$ cat src/hw/rtl/ptb_pkg.sv
package ptb_pkg;

    localparam int TIME_W            = 64;
    localparam int COUNT_W           = 16;
    localparam int MAX_EMPTY_RUN_DEF = 63;
    localparam int QUEUE_DEPTH_DEF   = 2;

    typedef logic [TIME_W-1:0]  stamp_t;
    typedef logic [COUNT_W-1:0] count_t;
    typedef logic [0:0]         cfg_idx_t;

    localparam count_t   COUNT_MAX       = '1;
    localparam stamp_t   BIN_LENGTH_RST  = 64'd1000;
    localparam cfg_idx_t REG_BIN_LENGTH  = 1'b0;
    localparam cfg_idx_t REG_SKIP_EMPTY  = 1'b1;

    // One bin change handed from the front to the back
    typedef struct packed {
        stamp_t arrival;
        stamp_t cur_start;
        count_t cur_count;
        stamp_t bin_len;
        logic   skip;
    } job_t;

    // Aligned start of the new bin, returned to the front
    typedef struct packed {
        logic   valid;
        stamp_t new_start;
    } done_t;

endpackage

$ cat src/hw/rtl/ptb_front.sv
module ptb_front
(
    input  logic              clk,
    input  logic              rst_n,
    input  logic              cfg_write,
    input  ptb_pkg::cfg_idx_t cfg_index,
    input  ptb_pkg::stamp_t   cfg_data,
    input  logic              in_valid,
    output logic              in_stall,
    input  ptb_pkg::stamp_t   arrival_time,
    input  logic              q_full,
    output logic              q_push,
    output ptb_pkg::job_t     q_job,
    input  ptb_pkg::done_t    done
);
    import ptb_pkg::*;

    stamp_t bin_len_reg;
    logic   skip_reg;
    stamp_t start_reg;
    count_t count_reg;
    logic   first_seen_reg;
    logic   wait_reg;

    stamp_t len_eff;
    logic   accept;
    logic   is_close;

    assign len_eff  = (bin_len_reg == '0) ? TIME_W'(1) : bin_len_reg;
    assign in_stall = wait_reg || q_full;
    assign accept   = in_valid && !in_stall;
    // a bin end past 2^64-1 never closes: compare the distance, not the end
    assign is_close = first_seen_reg && (arrival_time >= start_reg)
                      && ((arrival_time - start_reg) >= len_eff);

    assign q_push = accept && is_close;
    assign q_job  = '{arrival:   arrival_time,
                      cur_start: start_reg,
                      cur_count: count_reg,
                      bin_len:   len_eff,
                      skip:      skip_reg};

    always_ff @(posedge clk or negedge rst_n)
    begin
        if (!rst_n)
        begin
            bin_len_reg    <= BIN_LENGTH_RST;
            skip_reg       <= 1'b0;
            start_reg      <= '0;
            count_reg      <= '0;
            first_seen_reg <= 1'b0;
            wait_reg       <= 1'b0;
        end
        else
        begin
            if (cfg_write)
            begin
                unique case (cfg_index)
                    REG_BIN_LENGTH: bin_len_reg <= cfg_data;
                    REG_SKIP_EMPTY: skip_reg    <= cfg_data[0];
                    default:        ;
                endcase
            end

            if (done.valid)
            begin
                start_reg <= done.new_start;
                count_reg <= count_t'(1);
                wait_reg  <= 1'b0;
            end
            else if (accept)
            begin
                if (!first_seen_reg)
                begin
                    start_reg      <= arrival_time;
                    count_reg      <= count_t'(1);
                    first_seen_reg <= 1'b1;
                end
                else if (is_close)
                begin
                    // hold further beats until the back returns the new start
                    wait_reg <= 1'b1;
                end
                else if (count_reg != COUNT_MAX)
                begin
                    count_reg <= count_reg + count_t'(1);
                end
            end
        end
    end

endmodule

$ cat src/hw/rtl/ptb_fifo.sv
module ptb_fifo
#(
    parameter int DEPTH = ptb_pkg::QUEUE_DEPTH_DEF
)
(
    input  logic          clk,
    input  logic          rst_n,
    input  logic          push,
    input  ptb_pkg::job_t push_data,
    output logic          full,
    input  logic          pop,
    output logic          not_empty,
    output ptb_pkg::job_t pop_data
);
    import ptb_pkg::*;

    localparam int PTR_W = $clog2(DEPTH);
    localparam int CNT_W = $clog2(DEPTH + 1);

    job_t             mem_reg [DEPTH];
    logic [PTR_W-1:0] wr_ptr_reg;
    logic [PTR_W-1:0] rd_ptr_reg;
    logic [CNT_W-1:0] cnt_reg;

    logic do_push;
    logic do_pop;

    assign full      = (cnt_reg == CNT_W'(DEPTH));
    assign not_empty = (cnt_reg != '0);
    assign do_push   = push && !full;
    assign do_pop    = pop && not_empty;
    assign pop_data  = mem_reg[rd_ptr_reg];

    always_ff @(posedge clk or negedge rst_n)
    begin
        if (!rst_n)
        begin
            wr_ptr_reg <= '0;
            rd_ptr_reg <= '0;
            cnt_reg    <= '0;
        end
        else
        begin
            if (do_push)
            begin
                wr_ptr_reg <= (wr_ptr_reg == PTR_W'(DEPTH - 1)) ? '0 : wr_ptr_reg + PTR_W'(1);
            end
            if (do_pop)
            begin
                rd_ptr_reg <= (rd_ptr_reg == PTR_W'(DEPTH - 1)) ? '0 : rd_ptr_reg + PTR_W'(1);
            end
            if (do_push && !do_pop)
            begin
                cnt_reg <= cnt_reg + CNT_W'(1);
            end
            else if (do_pop && !do_push)
            begin
                cnt_reg <= cnt_reg - CNT_W'(1);
            end
        end
    end

    always_ff @(posedge clk)
    begin
        if (do_push)
        begin
            mem_reg[wr_ptr_reg] <= push_data;
        end
    end

endmodule

$ cat src/hw/rtl/ptb_back.sv
module ptb_back
#(
    parameter int MAX_EMPTY_RUN = ptb_pkg::MAX_EMPTY_RUN_DEF
)
(
    input  logic            clk,
    input  logic            rst_n,
    input  logic            q_valid,
    input  ptb_pkg::job_t   q_job,
    output logic            q_pop,
    output ptb_pkg::done_t  done,
    output logic            out_valid,
    input  logic            out_stall,
    output ptb_pkg::stamp_t bin_time,
    output ptb_pkg::count_t photon_count,
    output logic            last_of_run,
    output logic            gap_truncated
);
    import ptb_pkg::*;

    localparam int RUN_W = $clog2(MAX_EMPTY_RUN + 1);
    localparam int BIT_W = $clog2(TIME_W);

    localparam logic [2:0] S_IDLE  = 3'd0;
    localparam logic [2:0] S_DIV   = 3'd1;
    localparam logic [2:0] S_PREP  = 3'd2;
    localparam logic [2:0] S_CLOSE = 3'd3;
    localparam logic [2:0] S_GAP   = 3'd4;

    logic [2:0]       state_reg;
    logic             out_valid_reg;
    job_t             job_reg;
    stamp_t           rem_reg;
    stamp_t           dvd_reg;
    logic [BIT_W-1:0] bit_cnt_reg;
    stamp_t           new_start_reg;
    stamp_t           gap_reg;
    logic [RUN_W-1:0] run_reg;
    stamp_t           bin_time_reg;
    count_t           count_reg;
    logic             last_reg;
    logic             trunc_reg;

    logic [TIME_W:0]  rem_shift;
    logic             rem_ge;
    stamp_t           rem_next;
    logic [TIME_W:0]  gap_sum;
    logic             gap_more_next;
    logic [RUN_W-1:0] run_next;
    logic             close_more;
    logic             slot_free;
    logic             close_last;
    logic             gap_last;
    logic             emit;

    // restoring division, one quotient bit per cycle; only the remainder is kept
    assign rem_shift = {rem_reg, dvd_reg[TIME_W-1]};
    assign rem_ge    = (rem_shift >= {1'b0, job_reg.bin_len});
    assign rem_next  = rem_ge ? TIME_W'(rem_shift - {1'b0, job_reg.bin_len})
                              : rem_shift[TIME_W-1:0];

    // stop the gap run when the next bin start would wrap past 64 bits
    assign gap_sum       = {1'b0, gap_reg} + {1'b0, job_reg.bin_len};
    assign gap_more_next = !gap_sum[TIME_W] && (gap_sum[TIME_W-1:0] < new_start_reg);
    assign run_next      = run_reg + RUN_W'(1);
    assign gap_last      = !gap_more_next || (run_next == RUN_W'(MAX_EMPTY_RUN));

    assign close_more = (gap_reg < new_start_reg);
    assign close_last = job_reg.skip || !close_more;
    assign slot_free  = !out_valid_reg || !out_stall;
    assign emit       = ((state_reg == S_CLOSE) || (state_reg == S_GAP)) && slot_free;

    assign q_pop          = (state_reg == S_IDLE) && q_valid;
    assign done.valid     = (state_reg == S_PREP);
    assign done.new_start = job_reg.arrival - rem_reg;

    assign out_valid     = out_valid_reg;
    assign bin_time      = bin_time_reg;
    assign photon_count  = count_reg;
    assign last_of_run   = last_reg;
    assign gap_truncated = trunc_reg;

    always_ff @(posedge clk or negedge rst_n)
    begin
        if (!rst_n)
        begin
            state_reg     <= S_IDLE;
            out_valid_reg <= 1'b0;
        end
        else
        begin
            if (emit)
            begin
                out_valid_reg <= 1'b1;
            end
            else if (!out_stall)
            begin
                out_valid_reg <= 1'b0;
            end

            unique case (state_reg)
                S_IDLE:
                begin
                    if (q_valid)
                    begin
                        state_reg <= S_DIV;
                    end
                end
                S_DIV:
                begin
                    if (bit_cnt_reg == BIT_W'(TIME_W - 1))
                    begin
                        state_reg <= S_PREP;
                    end
                end
                S_PREP:
                begin
                    state_reg <= S_CLOSE;
                end
                S_CLOSE:
                begin
                    if (slot_free)
                    begin
                        state_reg <= close_last ? S_IDLE : S_GAP;
                    end
                end
                S_GAP:
                begin
                    if (slot_free && gap_last)
                    begin
                        state_reg <= S_IDLE;
                    end
                end
                default:
                begin
                    state_reg <= S_IDLE;
                end
            endcase
        end
    end

    always_ff @(posedge clk)
    begin
        case (state_reg)
            S_IDLE:
            begin
                if (q_valid)
                begin
                    job_reg     <= q_job;
                    rem_reg     <= '0;
                    dvd_reg     <= q_job.arrival;
                    bit_cnt_reg <= '0;
                end
            end
            S_DIV:
            begin
                rem_reg     <= rem_next;
                dvd_reg     <= {dvd_reg[TIME_W-2:0], 1'b0};
                bit_cnt_reg <= bit_cnt_reg + BIT_W'(1);
            end
            S_PREP:
            begin
                // new start = arrival - (arrival mod length)
                new_start_reg <= job_reg.arrival - rem_reg;
                gap_reg       <= job_reg.cur_start + job_reg.bin_len;
                run_reg       <= '0;
            end
            S_CLOSE:
            begin
                if (slot_free)
                begin
                    bin_time_reg <= job_reg.cur_start;
                    count_reg    <= job_reg.cur_count;
                    last_reg     <= close_last;
                    trunc_reg    <= 1'b0;
                end
            end
            S_GAP:
            begin
                if (slot_free)
                begin
                    bin_time_reg <= gap_reg;
                    count_reg    <= '0;
                    last_reg     <= gap_last;
                    trunc_reg    <= gap_last && gap_more_next;
                    gap_reg      <= gap_sum[TIME_W-1:0];
                    run_reg      <= run_next;
                end
            end
            default: ;
        endcase
    end

endmodule

$ cat src/hw/rtl/photon_time_binner_top.sv
// Channel | Beat                                                | Handshake
// --------+-----------------------------------------------------+---------------------
// in      | arrival_time                                        | in_valid / in_stall
// out     | bin_time, photon_count, last_of_run, gap_truncated  | out_valid / out_stall
// cfg     | cfg_index, cfg_data                                 | cfg_write
//
// A photon inside the open bin is counted at the edge it is accepted.
// With the back idle, a bin-closing photon stalls the input while it passes the queue,
// the 64 remainder divider steps and the step that returns the new start; then the closed
// bin is offered, followed by one empty bin per cycle while out_stall is low.
// out_stall holds the back; the front keeps counting until the next closing photon.
// Reset clears the bin state, sets a bin length of 1000 and turns skipping off.
module photon_time_binner_top
#(
    parameter int MAX_EMPTY_RUN = ptb_pkg::MAX_EMPTY_RUN_DEF,
    parameter int QUEUE_DEPTH   = ptb_pkg::QUEUE_DEPTH_DEF
)
(
    input  logic              clk,
    input  logic              rst_n,
    input  logic              cfg_write,
    input  ptb_pkg::cfg_idx_t cfg_index,
    input  ptb_pkg::stamp_t   cfg_data,
    input  logic              in_valid,
    output logic              in_stall,
    input  ptb_pkg::stamp_t   arrival_time,
    output logic              out_valid,
    input  logic              out_stall,
    output ptb_pkg::stamp_t   bin_time,
    output ptb_pkg::count_t   photon_count,
    output logic              last_of_run,
    output logic              gap_truncated
);
    import ptb_pkg::*;

    logic  push;
    job_t  push_job;
    logic  q_full;
    logic  q_pop;
    logic  q_valid;
    job_t  q_job;
    done_t done;

    ptb_front u_front
    (
        .clk          (clk),
        .rst_n        (rst_n),
        .cfg_write    (cfg_write),
        .cfg_index    (cfg_index),
        .cfg_data     (cfg_data),
        .in_valid     (in_valid),
        .in_stall     (in_stall),
        .arrival_time (arrival_time),
        .q_full       (q_full),
        .q_push       (push),
        .q_job        (push_job),
        .done         (done)
    );

    ptb_fifo #(.DEPTH(QUEUE_DEPTH)) u_fifo
    (
        .clk       (clk),
        .rst_n     (rst_n),
        .push      (push),
        .push_data (push_job),
        .full      (q_full),
        .pop       (q_pop),
        .not_empty (q_valid),
        .pop_data  (q_job)
    );

    ptb_back #(.MAX_EMPTY_RUN(MAX_EMPTY_RUN)) u_back
    (
        .clk           (clk),
        .rst_n         (rst_n),
        .q_valid       (q_valid),
        .q_job         (q_job),
        .q_pop         (q_pop),
        .done          (done),
        .out_valid     (out_valid),
        .out_stall     (out_stall),
        .bin_time      (bin_time),
        .photon_count  (photon_count),
        .last_of_run   (last_of_run),
        .gap_truncated (gap_truncated)
    );

endmodule

$ cat config.mk
export PLATFORM = sky130hd
export DESIGN_NAME = photon_time_binner_top
export DESIGN_NICKNAME = d
export VERILOG_FILES = /design/src/hw/rtl/ptb_pkg.sv /design/src/hw/rtl/ptb_front.sv /design/src/hw/rtl/ptb_fifo.sv /design/src/hw/rtl/ptb_back.sv /design/src/hw/rtl/photon_time_binner_top.sv
export SDC_FILE = /design/constraint.sdc
export NUM_CORES = 2
export LEC_CHECK = 0
export ABC_AREA = 1
export BUFFER_PORTS_ARGS = -buffer_cell sky130_fd_sc_hd__buf_2
export CAP_MARGIN = 10
export CELL_PAD_IN_SITES_DETAIL_PLACEMENT = 1
export CELL_PAD_IN_SITES_GLOBAL_PLACEMENT = 1
export CORE_MARGIN = 2
export CORE_UTILIZATION = 48
export CTS_CLUSTER_DIAMETER = 200
export CTS_CLUSTER_SIZE = 28
export DETAILED_ROUTE_END_ITERATION = 10
export HOLD_SLACK_MARGIN = 0.08
export PLACE_DENSITY = 0.86
export SYNTH_ARGS = -nofsm -noshare
export SYNTH_HDL_FRONTEND = slang
export SYNTH_HIERARCHICAL = 1
export SYNTH_SLANG_ARGS = --single-unit
export TNS_END_PERCENT = 5
$ cat constraint.sdc
create_clock -name clk -period 16.73 [get_ports clk]
set_input_delay 1.673 -clock clk [delete_from_list [all_inputs] [get_ports clk]]
set_output_delay 1.673 -clock clk [all_outputs]
set_load 0.1 [all_outputs]
# ---- Word level (Yosys, flattened, before mapping)
# Memory sizes are Yosys's and may differ from the RTL's.
# Index checks and enable logic that the tools add are counted.
dict set report word_totals {
  ram_bits 418
  out_inout_bits 84
  reg_bits 714
  mem_count 1
  in_bits 134
}
dict set report op_classes {
  n_reduce_logical 48
  n_lt_le_gt_ge 5
  eq_ne 17
  n_addsub 12
  n_mux 50
  n_bitwise 2
}
# name depth word_bits rd rd_clocked_by_memory_dff write_ports line_no
set memory_table {}
lappend memory_table {u_fifo.mem_reg 2 209 1 0 1 ptb_fifo.sv:20} ;# job_t mem_reg [DEPTH];
# cell n
set op_table {}
lappend op_table {{64-bit two-way mux} 10}
lappend op_table {{64-bit case mux with 2 select lines} 4}
lappend op_table {{64-bit subtractor} 3}
lappend op_table {{64-bit >= comparator} 2}
lappend op_table {{64-bit less-than comparator} 2}
lappend op_table {{16-bit two-way mux} 7}
lappend op_table {{64-bit by 64-bit adder with 65-bit output} 1}
lappend op_table {{65-bit by 64-bit >= comparator with 1-bit output} 1}
lappend op_table {{64-bit adder} 1}
lappend op_table {{64-bit zero test} 1}
lappend op_table {{16-bit case mux with 2 select lines} 1}
lappend op_table {{6-bit case mux with 2 select lines} 2}
lappend op_table {{16-bit by 1-bit adder with 16-bit output, second input constant} 1}
lappend op_table {{16-bit inequality test, second input constant} 1}
lappend op_table {{2-bit nonzero test} 8}
lappend op_table {{3-bit two-way mux} 5}
lappend op_table {{3-bit case mux with 5 select lines} 1}
lappend op_table {{1-bit two-way mux} 14}
lappend op_table {{2-bit AND reduction} 7}
lappend op_table {{1-bit logical AND} 13}
lappend op_table {{6-bit by 1-bit adder with 6-bit output, second input constant} 2}
lappend op_table {{6-bit == test, second input constant} 2}
lappend op_table {{6-bit two-way mux} 2}
lappend op_table {{2-bit by 1-bit inequality test with 1-bit output, second input constant} 5}
lappend op_table {{17 further kinds} 38}

# ---- Depth between registers and ports, before layout
dict set report logic_depth {
  depth_word 10
  depth_mapped 35
}

# ---- Modules after synthesis
# The synthesis kept the hierarchy.
# mod area_each_um2 cells_each n_inst
set by_module_without_submodules {}
lappend by_module_without_submodules {ptb_back 44262.5 5936 1}
lappend by_module_without_submodules {ptb_fifo 15358.5 1123 1}
lappend by_module_without_submodules {ptb_front 13560.5 2033 1}

# ---- Worst setup path before layout
# Ideal clock, no wire load.
dict set report synth_timing {
  kind {input -> register}
  startpoint {input arrival_time[0]}
  endpoint {memory u_fifo/mem_reg[1][0] (netlist name), enable pin}
  cell_stages 28
  path_slack_ns 2.574
  t_arrival_ns 13.374
  setup_time_ns 0.782
  path_cell_list {inv_1 > ha_1 > inv_1 > fa_1 > nand2_1 > nand2_1 > nand3b_1 > nand2_2 > a21oi_1 > inv_1 > nand3_1 > nand3_1 > nand2_1 > nand3_1 > xor2_1 > ha_1 > nand2_1 > nor2_1 > nand4_1 > nor2_1 > nand2_1 > nor2_1 > nand2_1 > nand2_1 > nand3_4 > nor2_1 > o21ai_0 > nor2_1}
}
dict set report synth_between {
  elab_chain_cells 7
  word_cells_on_any_way 9
  cone_classes {add/sub: 1; order compare: 2; mux: 2; reduce/logical: 4}
}
# element line_no
set synth_rtl {}
lappend synth_rtl {{start: declaration} photon_time_binner_top.sv:26} ;# input ptb_pkg::stamp_t arrival_time,
lappend synth_rtl {{64-bit subtractor / 64-bit >= comparator (equally long branches)} {ptb_front.sv:34, ptb_front.sv:33}}
lappend synth_rtl {{64-bit >= comparator / 1-bit logical AND (equally long branches)} {ptb_front.sv:34, ptb_front.sv:33}}
lappend synth_rtl {{1-bit logical AND *} ptb_front.sv:34} ;# && ((arrival_time - start_reg) >= len_eff);
lappend synth_rtl {{1-bit logical AND *} ptb_front.sv:36} ;# assign q_push = accept && is_close;
lappend synth_rtl {{via push} photon_time_binner_top.sv:36} ;# logic push;
lappend synth_rtl {{1-bit logical AND *} ptb_fifo.sv:30} ;# assign do_push = push && !full;
lappend synth_rtl {{1-bit two-way mux *} ptb_fifo.sv:65} ;# if (do_push)
lappend synth_rtl {{1-bit two-way mux (implied by the code) *} ptb_fifo.sv:67} ;# mem_reg[wr_ptr_reg] <= push_data;
lappend synth_rtl {{end: declaration} ptb_fifo.sv:20}
# The timed path passes the listed nets; every way through them passes the cells marked *.

# ---- Final worst setup path
dict set report layout_timing {
  startpoint {input arrival_time[0]}
  endpoint {memory u_fifo/mem_reg[1][88] (netlist name), enable pin}
}
# Same word-level chain as after synthesis.

==> flow_summary.yaml <==
worst_setup_path:
  r2r-end: "u_fifo/mem_reg[1][88]"
  critical_path_class: "in2reg"
  worst-path-buf-inv: 5
  crit_cells: 29
  end_kind: "flip-flop"
  cp-endpoint: "u_fifo/mem_reg[1][88]"
  rr_startpoint: "u_front/start_reg[12]"
  critical_path.top_delay_family: "simple AND/OR/NAND/NOR gates"
  slowest_stage: "buf_4"
  start_kind: "input port"
  critPathArrivalTime_ns: 8.90
  slowest_delay_ns: 0.91
  ff2ff_path_depth: 26
  crit_fanout: 68
  r2r_slack_ns: 8.60
  critPathLaunch: "arrival_time[0]"
  required_ns: 17.05
  crit_path_frequent_cell: "nand2_1"
clock_tree:
  clkTransAtPathRegs_ns: 0.11
  htreeDepth: 2
  cts_setup_buffers: 0
  numCtsBuffers: 46
  ctsResizeCount: 0
  clock_latency_ns: 0.72
  clkSinkCount: 1132
  cts_tree: "built"
  cts-hold-fix-buffers: 0
  root_buffer: "clkbuf_16"
  cts_buffer_depth: 3
route:
  ant_nets: 0
  route.detailed.drc: 0
  avgRoutedWirePerCell_um: 28.21
  vias: 66250
  drt_iter0_drc: 6374
  drt-total-wl_mm: 315.3
  post_drt_via_cell_ratio: 5.926
  dr.pass1.iters: 6
place:
  place_congestion: 1.066
  dp_hpwl_mm: 261.7
  io_buffers: 217
  dp_slack_ns: 7.543
  dp.cells: 11088
sta:
  layout_setup_ws_ns: 8.154
  tightest_slew_ns: 1.261
  fin_crit_ns: 8.576
  fin_skew_ns: 0.03943
  setup_viol: 0
  rsz0062_at_grt: "no"
  max_freq_mhz: 116.6
  tns_ns: 0
  finalHoldViolCount: 0
  maxSlewViolCount: 0
  finalCritPeriodShare_pct: 51.26
  max_slew_margin_pct: 15.17
global_routing:
  antenna_found_initial: 36
  track_usage_pct: 39.49
  grt_pass1_wl_mm: 449.0
  grt_pass1_vias: 68136
  grt_max_degree: 132
  grt_overflow: 0
final_layout:
  layout_common_cells: "nand2_1, inv_1, nor2_1"
  utilization_pct: 50.80
  fillCellCount: 18752
  largest_register_ff_count: 418
  finish.net_count: 9758
  final_cells: 11179
  drive_gt1_share_pct: 5.659
  layout_commonest_cell: "nand2_1"
  area_growth_pct: 5.316
logic_synthesis:
  async_flop_share_pct: 13.69
  synthCells: 9092
  synth_flop_cell: "edfxtp_1"
  ys_seq_area_share_pct: 45.40
  syn_area_per_cell_um2: 8.049
  synth-warning-count: 6
  synth_edf_count: 977
  synth_nets: 9744
  synth_cell_type_count: 60
  syn-cell-area_um2: 73180
  ys_ff_latch: 1132
power:
  cellLeakagePower_nw: 34.19
  total_power_w: 0.005008
  ir_drop_v: 0.0001175
  powerDensity_nw_per_um2: 64.97
floorplanning:
  rows: 143
  dieArea_um2: 155600
  die_y_um: 394.5
  die_width_um: 394.5
  start_util_pct: 48.23
  core_area_um2: 151700
  io-pin-count: 218
hold_path:
  min_path_type: "reg2reg"
status:
  status: "completed"
job:
  cap_violations: 0
-- Yosys cell counts (all sizes together), types with 12 or more instances --
cell type / number / area share, %
o21ai: 343 / 2.4
a21oi: 602 / 4.1
nor2: 1052 / 5.8
dfrtp: 149 / 5.1
o211ai: 12 / 0.12
clkbuf: 152 / 0.78
ha: 513 / 8.8
o21bai: 61 / 0.63
nand4: 81 / 0.70
or2: 15 / 0.13
buf: 138 / 1.3
inv: 1127 / 5.8
xor2: 141 / 1.7
edfxtp: 977 / 40
and2: 27 / 0.23
nand3b: 36 / 0.37
nor4: 46 / 0.40
o21a: 28 / 0.29
a21boi: 15 / 0.15
nand3: 419 / 3.2
xnor2: 49 / 0.59
nor3: 69 / 0.50
nand2: 2846 / 15
a21o: 47 / 0.48
a31oi: 102 / 0.87
-- metrics by stage --
| stage | hold slack (ns) | instance area, µm² |
|---|---|---|
| final | 0.4815 | 77070 |
| after detailed placement | 0.4558 | 75690 |
| after CTS | 0.4807 | 77040 |
| after global routing | 0.4887 | 77060 |
| after global placement | 0.4464 | 75690 |
| after floorplan | 0.4417 | 73180 |
-- power by group --
group	internal (W)	total, W	switching (W)
logic	0.000113	0.000386	0.000272
clock network	0.000541	0.00147	0.000928
registers	0.00311	0.00315	0.0000461
-- area by class of cell --
class / instances / area, µm² / share of cell area (%)
multi-input cells: 6542 / 34240 / 44.43
flip-flops and latches: 1132 / 33230 / 43.11
inverters: 1128 / 4254 / 5.520
well taps: 2030 / 2540 / 3.296
repair buffers: 256 / 1423 / 1.846
clock buffers: 74 / 1277 / 1.658
clock inverters: 4 / 75.07 / 0.09741
diodes: 13 / 32.53 / 0.04221
-- logic make-up after synthesis --
| kind of cell | count (synthesis) | share of synthesized area [%] |
|---|---|---|
| AND/OR/NAND/NOR | 4606 | 26.25 |
| buffers and inverters | 1418 | 7.916 |
| AO/OA/AOI/OAI | 1227 | 9.233 |
| flip-flops | 1132 | 45.40 |
| adder cells (fa/ha/maj) | 518 | 8.908 |
| XOR/XNOR | 190 | 2.274 |
| multiplexers | 1 | 0.01539 |
-- layer usage --
layer | up-vias | GRT usage (%) | wire, µm
li1 | 29802 | - | -
met1 | 32884 | 49.99 | 123700
met2 | 2921 | 65.27 | 146600
met3 | 629 | 6.185 | 24970
met4 | 14 | 20.67 | 19910
met5 | - | 0 | 88
-- worst min path at each step --
| stage | endpoint | startpoint | cells past startpoint | slack [ns] |
|---|---|---|---|---|
| 6_report | u_fifo/mem_reg[0][31] | u_front/bin_len_reg[30] | 0 | 0.48 |
| 5_1_grt | u_fifo/mem_reg[0][31] | u_front/bin_len_reg[30] | 0 | 0.49 |
| 4_1_cts | u_fifo/mem_reg[0][31] | u_front/bin_len_reg[30] | 0 | 0.48 |
| 3_5_place_dp | u_fifo/mem_reg[1][31] | u_front/bin_len_reg[30] | 0 | 0.46 |
| 3_3_place_gp | u_fifo/mem_reg[0][42] | u_front/bin_len_reg[41] | 0 | 0.45 |
| 2_1_floorplan | u_fifo/cnt_reg[1] | u_fifo/cnt_reg[1] | 2 | 0.44 |
Note: power is estimated with default switching activity, not from simulation.
